### src/sv/cuart_pkg.sv
`default_nettype none
// ---------------------------------------------------------------------------
// Console UART package
// Shared types and constants for the console port: channel payloads, the
// command passed from the decoder to the execution side, register offsets.
// ---------------------------------------------------------------------------
package cuart_pkg;

   // Receive FIFO sizing
   localparam int FIFO_DEPTH = 16;
   localparam int RX_AW      = (FIFO_DEPTH > 1) ? $clog2(FIFO_DEPTH) : 1;
   localparam int RX_CNT_W   = $clog2(FIFO_DEPTH + 1);
   localparam int RX_FREE_W  = 5;

   // Command queue between decoder and execution side
   localparam int QUEUE_DEPTH = 2;

   // Item kinds on the request channel
   localparam logic [1:0] OP_RX_BYTE = 2'd0;
   localparam logic [1:0] OP_READ    = 2'd1;
   localparam logic [1:0] OP_WRITE   = 2'd2;

   // Register offsets
   localparam logic [3:0] OFF_DATA       = 4'd0;
   localparam logic [3:0] OFF_STATUS     = 4'd1;
   localparam logic [3:0] OFF_CONTROL    = 4'd2;
   localparam logic [3:0] OFF_IRQ_STATUS = 4'd3;

   // Only single-byte accesses take effect
   localparam logic [3:0] ACCESS_BYTE = 4'd1;

   // Characters
   localparam logic [7:0] CHAR_CR = 8'h0D;
   localparam logic [7:0] CHAR_LF = 8'h0A;

   // Decoded command
   typedef enum logic [3:0] {
      CMD_NOP,
      CMD_PUSH,
      CMD_POP,
      CMD_RD_STATUS,
      CMD_RD_CTRL,
      CMD_RD_IRQ,
      CMD_WR_CTRL,
      CMD_TX,
      CMD_TX_NL
   } cmd_kind_type;

   typedef struct packed {
      cmd_kind_type kind;
      logic [7:0]   data;
   } cmd_type;

   // Request payload
   typedef struct packed {
      logic [1:0] op;
      logic [3:0] reg_offset;
      logic [3:0] access_bytes;
      logic [7:0] write_data;
      logic [7:0] rx_byte;
   } req_type;

   // Result payload
   typedef struct packed {
      logic [7:0]           read_data;
      logic                 tx_valid;
      logic [7:0]           tx_char;
      logic                 irq_level;
      logic [RX_FREE_W-1:0] rx_free;
      logic                 last;
   } rsp_type;

endpackage
`default_nettype wire

### src/sv/console_uart_with_rx_fifo.sv
`default_nettype none
// ---------------------------------------------------------------------------
// Console UART with receive FIFO
// Byte-wide console port: host receive bytes, bus reads and bus writes.
// ---------------------------------------------------------------------------
// The port takes one item per clock while the command queue is not full: a
// host byte, a bus read or a bus write. Every item gives one result, except a
// write of a newline to the data register, which gives CR then LF. An item is
// decoded into a two-entry command queue when it is accepted, then executed
// into the output register, from which its result is presented; the queue
// lets requests keep flowing until it fills while a result waits in the
// output register. The receive FIFO holds FIFO_DEPTH bytes in flip-flops; a
// byte that arrives when it is full is dropped. irq_level and rx_free report
// the state after the item. Bit 0 of control is the receive interrupt
// enable; status bit 1 is transmit ready, bit 0 receive ready.
module console_uart_with_rx_fifo
   import cuart_pkg::*;
(
   input  var logic    clock,
   input  var logic    reset,
   input  var logic    req_valid,
   output var logic    req_stall,
   input  var req_type req_data,
   output var logic    rsp_valid,
   input  var logic    rsp_stall,
   output var rsp_type rsp_data
);

   cmd_type dec_cmd;
   cmd_type head_cmd;
   logic    q_full, q_head_valid, q_pop;

   cuart_front u_front (
      .req_data (req_data),
      .cmd      (dec_cmd)
   );

   cuart_cmd_queue u_queue (
      .clock      (clock),
      .reset      (reset),
      .push       (req_valid),
      .push_cmd   (dec_cmd),
      .full       (q_full),
      .pop        (q_pop),
      .head_valid (q_head_valid),
      .head_cmd   (head_cmd)
   );

   cuart_back u_back (
      .clock     (clock),
      .reset     (reset),
      .cmd_valid (q_head_valid),
      .cmd       (head_cmd),
      .cmd_pop   (q_pop),
      .rsp_valid (rsp_valid),
      .rsp_stall (rsp_stall),
      .rsp_data  (rsp_data)
   );

   assign req_stall = q_full;

   // A CR that is not the final result is followed at once by its LF
   a_cr_then_lf: assert property (@(posedge clock) disable iff (reset)
      rsp_valid && !rsp_stall && rsp_data.tx_valid && !rsp_data.last
      |=> rsp_valid && rsp_data.tx_valid && rsp_data.last && (rsp_data.tx_char == CHAR_LF))
      else $error("newline transfer not followed by LF");

   // Transmit results never carry read data
   a_tx_no_read: assert property (@(posedge clock) disable iff (reset)
      rsp_valid && rsp_data.tx_valid |-> rsp_data.read_data == 8'd0)
      else $error("transmit result carries read data");

   // Only a newline can leave a result without last set
   a_not_last_is_cr: assert property (@(posedge clock) disable iff (reset)
      rsp_valid && !rsp_data.last |-> rsp_data.tx_valid && (rsp_data.tx_char == CHAR_CR))
      else $error("non-final result that is not CR");

endmodule
`default_nettype wire

### src/sv/cuart_front.sv
`default_nettype none
// ---------------------------------------------------------------------------
// Console UART request decoder
// Classifies each incoming item into a single command for the execution
// side: FIFO push or pop, register read, control write, transmit or no-op.
// ---------------------------------------------------------------------------
module cuart_front
   import cuart_pkg::*;
(
   input  var req_type req_data,
   output var cmd_type cmd
);

   logic byte_access;

   assign byte_access = (req_data.access_bytes == ACCESS_BYTE);

   // Decode op, offset and size into a command
   always_comb begin
      cmd.kind = CMD_NOP;
      cmd.data = req_data.write_data;
      unique case (req_data.op)
         OP_RX_BYTE: begin
            cmd.kind = CMD_PUSH;
            cmd.data = req_data.rx_byte;
         end
         OP_READ: begin
            if (byte_access) begin
               unique case (req_data.reg_offset)
                  OFF_DATA:       cmd.kind = CMD_POP;
                  OFF_STATUS:     cmd.kind = CMD_RD_STATUS;
                  OFF_CONTROL:    cmd.kind = CMD_RD_CTRL;
                  OFF_IRQ_STATUS: cmd.kind = CMD_RD_IRQ;
                  default:        cmd.kind = CMD_NOP;
               endcase
            end
         end
         OP_WRITE: begin
            if (byte_access) begin
               unique case (req_data.reg_offset)
                  OFF_DATA:    cmd.kind = (req_data.write_data == CHAR_LF) ? CMD_TX_NL : CMD_TX;
                  OFF_CONTROL: cmd.kind = CMD_WR_CTRL;
                  default:     cmd.kind = CMD_NOP;
               endcase
            end
         end
         default: cmd.kind = CMD_NOP;
      endcase
   end

endmodule
`default_nettype wire

### src/sv/cuart_cmd_queue.sv
`default_nettype none
// ---------------------------------------------------------------------------
// Console UART command queue
// Short FIFO of decoded commands that decouples the request side from the
// execution side, so a stall on either side holds up the other only once the queue is full or empty.
// ---------------------------------------------------------------------------
module cuart_cmd_queue
   import cuart_pkg::*;
(
   input  var logic    clock,
   input  var logic    reset,
   input  var logic    push,
   input  var cmd_type push_cmd,
   output var logic    full,
   input  var logic    pop,
   output var logic    head_valid,
   output var cmd_type head_cmd
);

   localparam int QA_W = (QUEUE_DEPTH > 1) ? $clog2(QUEUE_DEPTH) : 1;
   localparam int QC_W = $clog2(QUEUE_DEPTH + 1);

   cmd_type         entry_ff [QUEUE_DEPTH];
   logic [QA_W-1:0] wr_ptr_ff, wr_ptr_in;
   logic [QA_W-1:0] rd_ptr_ff, rd_ptr_in;
   logic [QC_W-1:0] count_ff, count_in;
   logic            do_push, do_pop;

   assign full       = (count_ff == QC_W'(QUEUE_DEPTH));
   assign head_valid = (count_ff != '0);
   assign head_cmd   = entry_ff[rd_ptr_ff];
   assign do_push    = push && !full;
   assign do_pop     = pop && head_valid;

   // Pointer and occupancy update
   always_comb begin
      wr_ptr_in = wr_ptr_ff;
      rd_ptr_in = rd_ptr_ff;
      count_in  = count_ff;
      if (do_push) begin
         wr_ptr_in = (wr_ptr_ff == QA_W'(QUEUE_DEPTH - 1)) ? '0 : wr_ptr_ff + 1'b1;
      end
      if (do_pop) begin
         rd_ptr_in = (rd_ptr_ff == QA_W'(QUEUE_DEPTH - 1)) ? '0 : rd_ptr_ff + 1'b1;
      end
      if (do_push && !do_pop) begin
         count_in = count_ff + 1'b1;
      end else if (do_pop && !do_push) begin
         count_in = count_ff - 1'b1;
      end
   end

   always_ff @(posedge clock) begin
      if (reset) begin
         wr_ptr_ff <= '0;
         rd_ptr_ff <= '0;
         count_ff  <= '0;
      end else begin
         wr_ptr_ff <= wr_ptr_in;
         rd_ptr_ff <= rd_ptr_in;
         count_ff  <= count_in;
      end
   end

   // Entry storage, no reset needed
   always_ff @(posedge clock) begin
      if (do_push) begin
         entry_ff[wr_ptr_ff] <= push_cmd;
      end
   end

endmodule
`default_nettype wire

### src/sv/cuart_back.sv
`default_nettype none
// ---------------------------------------------------------------------------
// Console UART execution side
// Owns the receive FIFO and the interrupt enable, issues one result
// per cycle while the output register is free and holds each result in
// that register. A newline write yields CR then LF as two results.
// ---------------------------------------------------------------------------
module cuart_back
   import cuart_pkg::*;
(
   input  var logic    clock,
   input  var logic    reset,
   input  var logic    cmd_valid,
   input  var cmd_type cmd,
   output var logic    cmd_pop,
   output var logic    rsp_valid,
   input  var logic    rsp_stall,
   output var rsp_type rsp_data
);

   logic [7:0]          store_ff [FIFO_DEPTH];
   logic [RX_AW-1:0]    head_ff, head_in;
   logic [RX_AW-1:0]    tail_ff, tail_in;
   logic [RX_CNT_W-1:0] count_ff, count_in;
   logic                irq_en_ff, irq_en_in;
   logic                nl_phase_ff, nl_phase_in;
   logic                out_valid_ff;
   rsp_type             out_data_ff;
   rsp_type             result;
   logic                out_free, issue, push_en;
   logic                not_empty;
   logic [RX_CNT_W-1:0] free_cnt;

   assign out_free  = !out_valid_ff || !rsp_stall;
   assign issue     = cmd_valid && out_free;
   assign cmd_pop   = issue && ((cmd.kind != CMD_TX_NL) || nl_phase_ff);
   assign not_empty = (count_ff != '0);
   assign push_en   = issue && (cmd.kind == CMD_PUSH) && (count_ff != RX_CNT_W'(FIFO_DEPTH));

   // Execute the head command and form its result from the updated state
   always_comb begin
      head_in     = head_ff;
      tail_in     = tail_ff;
      count_in    = count_ff;
      irq_en_in   = irq_en_ff;
      nl_phase_in = nl_phase_ff;
      result      = '0;
      result.last = 1'b1;
      if (issue) begin
         case (cmd.kind)
            CMD_PUSH: begin
               if (push_en) begin
                  tail_in  = (tail_ff == RX_AW'(FIFO_DEPTH - 1)) ? '0 : tail_ff + 1'b1;
                  count_in = count_ff + 1'b1;
               end
            end
            CMD_POP: begin
               if (not_empty) begin
                  result.read_data = store_ff[head_ff];
                  head_in  = (head_ff == RX_AW'(FIFO_DEPTH - 1)) ? '0 : head_ff + 1'b1;
                  count_in = count_ff - 1'b1;
               end
            end
            CMD_RD_STATUS: result.read_data = {6'd0, 1'b1, not_empty};
            CMD_RD_CTRL:   result.read_data = {7'd0, irq_en_ff};
            CMD_RD_IRQ:    result.read_data = {7'd0, irq_en_ff && not_empty};
            CMD_WR_CTRL:   irq_en_in = cmd.data[0];
            CMD_TX: begin
               result.tx_valid = 1'b1;
               result.tx_char  = cmd.data;
            end
            CMD_TX_NL: begin
               result.tx_valid = 1'b1;
               result.tx_char  = nl_phase_ff ? CHAR_LF : CHAR_CR;
               result.last     = nl_phase_ff;
               nl_phase_in     = !nl_phase_ff;
            end
            default: ;
         endcase
      end
      free_cnt         = RX_CNT_W'(FIFO_DEPTH) - count_in;
      result.irq_level = irq_en_in && (count_in != '0);
      result.rx_free   = RX_FREE_W'(free_cnt);
   end

   // Control state
   always_ff @(posedge clock) begin
      if (reset) begin
         head_ff      <= '0;
         tail_ff      <= '0;
         count_ff     <= '0;
         irq_en_ff    <= 1'b0;
         nl_phase_ff  <= 1'b0;
         out_valid_ff <= 1'b0;
      end else begin
         head_ff     <= head_in;
         tail_ff     <= tail_in;
         count_ff    <= count_in;
         irq_en_ff   <= irq_en_in;
         nl_phase_ff <= nl_phase_in;
         if (out_free) begin
            out_valid_ff <= issue;
         end
      end
   end

   // Result register and FIFO storage
   always_ff @(posedge clock) begin
      if (issue) begin
         out_data_ff <= result;
      end
      if (push_en) begin
         store_ff[tail_ff] <= cmd.data;
      end
   end

   assign rsp_valid = out_valid_ff;
   assign rsp_data  = out_data_ff;

endmodule
`default_nettype wire

### config.mk
export PLATFORM = sky130hd
export DESIGN_NAME = console_uart_with_rx_fifo
export DESIGN_NICKNAME = d
export VERILOG_FILES = /design/src/sv/cuart_pkg.sv /design/src/sv/console_uart_with_rx_fifo.sv /design/src/sv/cuart_front.sv /design/src/sv/cuart_cmd_queue.sv /design/src/sv/cuart_back.sv
export SDC_FILE = /design/constraint.sdc
export NUM_CORES = 1
export LEC_CHECK = 0
export ABC_AREA = 1
export BUFFER_PORTS_ARGS = -buffer_cell sky130_fd_sc_hd__buf_2
export CAP_MARGIN = 20
export CORE_UTILIZATION = 31
export DETAILED_ROUTE_END_ITERATION = 10
export PLACE_DENSITY = 0.6
export SYNTH_ARGS = -nofsm -noshare
export SYNTH_HDL_FRONTEND = slang
export SYNTH_SLANG_ARGS = --single-unit
### constraint.sdc
create_clock -name clock -period 2.5 [get_ports clock]
set_input_delay 0.375 -clock clock [delete_from_list [all_inputs] [get_ports clock]]
set_output_delay 0.375 -clock clock [all_outputs]
set_load 0.005 [all_outputs]
==> results.json, run 1 <==
{
  "initialDrtViolationCount": 484,
  "r2r.worst_path.cells": 15,
  "cts_resized": 0,
  "place_ws_ps": 99.6,
  "whs_ps": 139,
  "seq_area_frac_synth_pct": 67.2,
  "skew_ps": 16.9,
  "multi_input_area_sq_mm": 0.00250,
  "routed_wl_mm": 19.1,
  "worstMarginPinSlew_ps": 674,
  "avgSynthCellArea_sq_um": 11.5,
  "cp_slowest_stage_delay_ps": 400,
  "cp-end-kind": "register",
  "setup-violations-final": 0,
  "dp_hpwl_mm": 12.4,
  "drive_gt1_share_pct": 21.0,
  "via_per_inst": 4.76,
  "fin_nets": 878,
  "cts_tree": "yes",
  "place_area_sq_mm": 0.00951,
  "grt_overflow": 0,
  "finalCriticalPeriod_ps": 2270,
  "ir_drop_mv": 0.378,
  "worstPathCellList": "inv_1 > ha_4 > nand3_1 > nand2_1 > inv_2 > nor2_1 > o21ai_1 > nand2_1 > nand2_2 > inv_1 > ha_1 > nand2_1 > nor2_1 > ha_1 > inv_1",
  "path_class": "register to register",
  "grt_pass1_wl_mm": 30.7,
  "postCtsSetupRepairBufs": 0,
  "yosys_warnings": 0,
  "first_global_vias": 5522,
  "p_per_area_mw_per_mm2": 924,
  "netlist_instances": 751,
  "num_antenna_cells": 0,
  "critical_path_required_ps": 2770,
  "vias": 5827,
  "ctsHoldBuffers": 0,
  "period_share_pct": 91.0,
  "cts_max_path_buffers": 3,
  "setup_slack_ps": 226,
  "grt_max_degree": 65,
  "cap_violations": 0,
  "critPathSlowestCell": "dfxtp_1",
  "max_slew_margin_pct": 55.0,
  "drc": 0,
  "gp_congestion": 0.827,
  "holdPathStages": 3,
  "crit_path_start_kind": "register",
  "grtUsageTotal_pct": 13.8,
  "arrival_ps": 2540,
  "ant_nets": 0,
  "synth_cell_types": 48,
  "path_max_fanout": 6,
  "dpl.cell_count": 1185,
  "insertion_delay_ps": 510,
  "drt-wirelength-per-cell_um": 15.6,
  "path_clk_slew_ps": 60,
  "rows": 60,
  "outcome": "finished, final reports clean",
  "hold_viol": 0,
  "leakagePower_nw": 3.75,
  "cts_buffers": 23,
  "port_buffers": 55,
  "setup_tns_ps": 0,
  "ys_seq_elements": 201,
  "report.final.slew_viol_count": 0,
  "ios": 56,
  "dieWidth_um": 169,
  "cts.sinks": 201,
  "htreeDepth": 1,
  "fill_cells": 2646,
  "rsz0062_at_grt": "no",
  "antenna_found_initial": 0,
  "die_h_um": 169,
  "syn_nets": 791,
  "initial_core_util_pct": 31.8,
  "dr.pass1.iters": 5,
  "fmax_mhz": 440,
  "final_area_sq_mm": 0.0103,
  "die_area_sq_mm": 0.0284,
  "seq_area_sq_mm": 0.00579,
  "core-area_sq_mm": 0.0271,
  "hold_path.class": "input pin to register",
  "netlist_area_sq_mm": 0.00861,
  "fin_cells": 1225,
  "area_delta_synth_final_pct": 19.2,
  "cts_root_buf": "clkbuf_16"
}
critical path: cells and delay by family (launching register included):
family	cells	cell delay, ps
DFF	1	400
buffers and inverters	4	320
AOI/OAI and AO/OA	1	130
and+or+nand+nor	7	490
adders and majority gates	3	710
cells in the mapped netlist, drive strengths merged:
master   count  area, sq um
edfxtp     176         5290
nor2       119          485
nand2      114          521
o21ai      106          534
inv         52          203
dfxtp       25          500
clkbuf      24         91.3
a21oi       23          134
nand3       21          105
o22ai       20          125
o221ai      11         96.3
ha          10          125
mux2         6         67.6
nor3         6         30.0
or2          6         37.5
xor2         6         52.6
buf          5         41.3
nand4        5         37.5
nor4         4         40.0
o211ai       3         27.5
a31o         1         8.76
a31oi        1         6.26
and3         1         6.26
clkinv       1         5.00
mux2i        1         10.0
nor3b        1         7.51
o2111ai      1         8.76
o21bai       1         7.51
xnor2        1         8.76
registers in the layout, indices dropped and copies added, names as in the netlist, named ones only:
| name | flops |
|---|---|
| u_back.count_ff | 5 |
| u_back.head_ff | 4 |
| u_back.irq_en_ff | 1 |
| u_back.nl_phase_ff | 1 |
| u_back.rsp_data | 24 |
| u_back.rsp_valid | 1 |
| u_back.store_ff | 128 |
| u_back.tail_ff | 4 |
| u_queue.count_ff | 2 |
| u_queue.entry_ff | 24 |
| u_queue.rd_ptr_ff | 1 |
| u_queue.wr_ptr_ff | 1 |
kinds of logic (layout without fill, tap and decap cells):
group                      count (synthesis)  count (layout)  share of synthesized area [%]
and+or+nand+nor                          277             277                           14.8
DFF                                      201             201                           67.2
AOI/OAI and AO/OA                        167             167                           11.0
buffers and inverters                     82             184                           3.95
adders and majority gates                 10              10                           1.45
xor gates and xnor gates                   7               7                          0.712
muxes                                      7               7                          0.901
routing by layer:
layer | part of all wire [%] | vias to the layer above | routed length, um | GRT usage, %
li1 | - | 2833 | - | -
met1 | 45 | 2771 | 8660 | 18.6
met2 | 46 | 196 | 8840 | 22.5
met3 | 7.0 | 27 | 1330 | 2.71
met4 | 1.5 | 0 | 281 | 3.60
met5 | 0 | - | 0 | 0
area by class of cell:
type | count | area share [%]
Sequential cell | 201 | 56.4
Clock inverter | 12 | 1.44
Timing Repair Buffer | 91 | 5.44
Multi-Input combinational cell | 468 | 24.4
Tap cell | 372 | 4.54
Clock buffer | 28 | 5.79
Inverter | 53 | 2.02
placed cells by master, fill, tap and decap left out, drive strengths merged, types with 9 or more instances in the layout:
cell type and n:
clkbuf 28, inv 53, a21oi 23, ha 10, o221ai 11, nand2 114
o21ai 106, edfxtp 176, buf 91, dfxtp 25, o22ai 20, nand3 21
clkinv 9, nor2 119
path summary, 6_finish.rpt:
path                       from  slack [ps]                  to
max          u_back.count_ff[1]         230  u_back.rsp_data[5]
min                   rsp_stall         140    u_back.rsp_valid
max reg2reg  u_back.count_ff[1]         230  u_back.rsp_data[5]
min reg2reg   u_queue.rd_ptr_ff         470            register
power breakdown:
group	internal (mW)	total, mW	switching (mW)
sequential	4.29	4.42	0.136
clock	2.01	3.31	1.30
combinational	0.543	1.76	1.21
total	6.84	9.49	2.65
per-stage QoR:
step | power, mW | utilization [%]
2_1_floorplan | 5.54 | -
3_3_place_gp | 6.25 | 35.1
3_5_place_dp | 6.27 | 35.1
4_1_cts | 9.59 | 37.8
5_1_grt | 9.95 | 37.9
6_report | 9.49 | 37.9
Note: power is estimated with default switching activity, not from simulation.
==> inputs of run 2 (changes only) <==
==> constraint.sdc (replaced) <==
create_clock -name clock -period 1.85 [get_ports clock]
set_input_delay 0.2775 -clock clock [delete_from_list [all_inputs] [get_ports clock]]
set_output_delay 0.2775 -clock clock [all_outputs]
set_load 0.005 [all_outputs]
==> run 2 against run 1 <==
The flow now finishes with violations (setup timing). Count of clock-buffer cells in the layout decreased by 2. Fmax grew 13%. Global-route usage rose by 0.31 points. Sequential share of layout area fell by 4.6 points.
==> results.json, run 2 (same netlist as run 1, synthesis figures left out) <==
{
  "largest_register_ffs": 128,
  "port_buffers": 55,
  "die_h_um": 169,
  "path_clk_slew_ps": 60,
  "cts_root_buf": "clkbuf_16",
  "routed_wl_mm": 19.8,
  "max_slew_margin_pct": 58.3,
  "final_cell_mix": "176 x edfxtp_1, 97 x o21ai_0, 95 x nor2_1, 85 x nand2_1, 81 x buf_4",
  "grt_max_degree": 35,
  "rows": 60,
  "dr.pass1.iters": 5,
  "ios": 56,
  "drc": 0,
  "seq_area_sq_mm": 0.00579,
  "ir_drop_mv": 0.646,
  "violations": "setup timing",
  "grt_pass1_wl_mm": 31.2,
  "critical_path_required_ps": 2110,
  "p_per_area_mw_per_mm2": 1250,
  "grtUsageTotal_pct": 14.1,
  "leakagePower_nw": 4.17,
  "grt_overflow": 0,
  "cp_num_buf_inv": 3,
  "crit_path_start": "u_queue.entry_ff[0][9]",
  "num_antenna_cells": 0,
  "htreeDepth": 1,
  "first_global_vias": 5711,
  "cts_max_path_buffers": 3,
  "cpLargestDelayFamily": "simple AND/OR/NAND/NOR gates",
  "cp_slowest_stage_delay_ps": 420,
  "worstPathCellList": "inv_2 > nand2_2 > nand2_4 > nand2_4 > nor2_8 > buf_6 > nand2_4 > inv_4 > nand2_1 > o211ai_2 > nand2_1 > a21oi_2 > ha_1 > nor2_2",
  "cp-end-kind": "register",
  "ant_nets": 0,
  "dpl.cell_count": 1245,
  "finalCriticalPeriod_ps": 2010,
  "dp_hpwl_mm": 13.4,
  "fmax_mhz": 496,
  "insertion_delay_ps": 500,
  "path_common_cell": "nand2_4",
  "min_from": "rsp_stall",
  "initialDrtViolationCount": 531,
  "critPathSlowestCell": "edfxtp_1",
  "fill_cells": 2565,
  "top_register": "u_back.store_ff",
  "initial_core_util_pct": 31.8,
  "cap_violations": 0,
  "via_per_inst": 4.68,
  "area_delta_synth_final_pct": 30.0,
  "path_class": "register to register",
  "path_max_fanout": 6,
  "multi_input_area_sq_mm": 0.00272,
  "setup_slack_ps": -164,
  "dieWidth_um": 169,
  "hold_path.class": "input pin to register",
  "final_common_cell": "edfxtp_1",
  "drt-wirelength-per-cell_um": 15.4,
  "gp_congestion": 0.827,
  "antenna_found_initial": 0,
  "rsz0062_at_grt": "yes",
  "hold_viol": 0,
  "cts_tree": "yes",
  "crit_path_start_kind": "register",
  "vias": 6024,
  "rr_startpoint": "u_queue.entry_ff[0][9]",
  "arrival_ps": 2280,
  "cts.sinks": 201,
  "report.final.slew_viol_count": 0,
  "drive_gt1_share_pct": 31.3,
  "fin_cells": 1288,
  "whs_ps": 50.9,
  "fin_nets": 941,
  "core-area_sq_mm": 0.0271,
  "skew_ps": 10.1,
  "period_share_pct": 109,
  "outcome": "finished, violations left",
  "worstMarginPinSlew_ps": 621,
  "cts_buffers": 22,
  "die_area_sq_mm": 0.0284,
  "setup-violations-final": 43
}
## run 2: area by class of cell
cell class,instances,share of cell area [%]
sequential,201,51.8
tap,372,4.16
clock buffer,26,5.24
inverter,53,1.95
clock inverter,13,1.99
multi-input combinational,468,24.3
timing repair buffer,155,10.6
## run 2: worst paths after layout
| path | slack [ps] | to | depth (start not counted) |
|---|---|---|---|
| setup / recovery | -160 | u_back.rsp_data[6] | 14 |
| setup reg to reg | -160 | u_back.rsp_data[6] | 14 |
| hold / removal | 50 | u_back.rsp_valid | 3 |
| hold reg to reg | 470 | register | 2 |
## run 2: timing repair
item	4_1_cts	5_1_grt
resized for setup	20	22
buffers inserted	2	3
pin swaps	17	4
endpoints found under the setup margin	134	136
hold buffers	0	0
endpoints found under the hold margin	0	0
## run 2: worst reg2reg max path, delay by kind of cell, from the launching register on
kind / cells / cell delay, ps
flops: 1 / 420
buf+inv: 3 / 320
simple gates: 8 / 610
compound gates: 2 / 250
fa+ha+maj: 1 / 190
## run 2: per-layer routing
metal,wire (um),track usage [%],vias to the layer above
met5,0,0,-
met4,505,4.66,0
met3,1200,1.94,38
met2,9040,22.3,205
met1,9020,19.8,2826
li1,-,-,2955
## run 2: through the flow
step	power [mW]	TNS, ps	worst slack, ps	utilization [%]	area (sq um)
after floorplan	7.60	-339	-207	-	8740
after global placement	9.02	-18860	-201	37.7	10200
after detailed placement	9.07	-23090	-223	37.7	10200
after CTS	14.1	-1340	-161	40.9	11100
after global routing	14.7	-8400	-278	41.3	11200
final	14.0	-831	-164	41.3	11200
## run 2: power by group
part           switching [mW]  leakage [nW]  internal [mW]
registers               0.158          1.82           5.79
logic                    1.92          1.96           1.27
clock network            1.78         0.390           3.11
total                    3.86          4.17           10.2
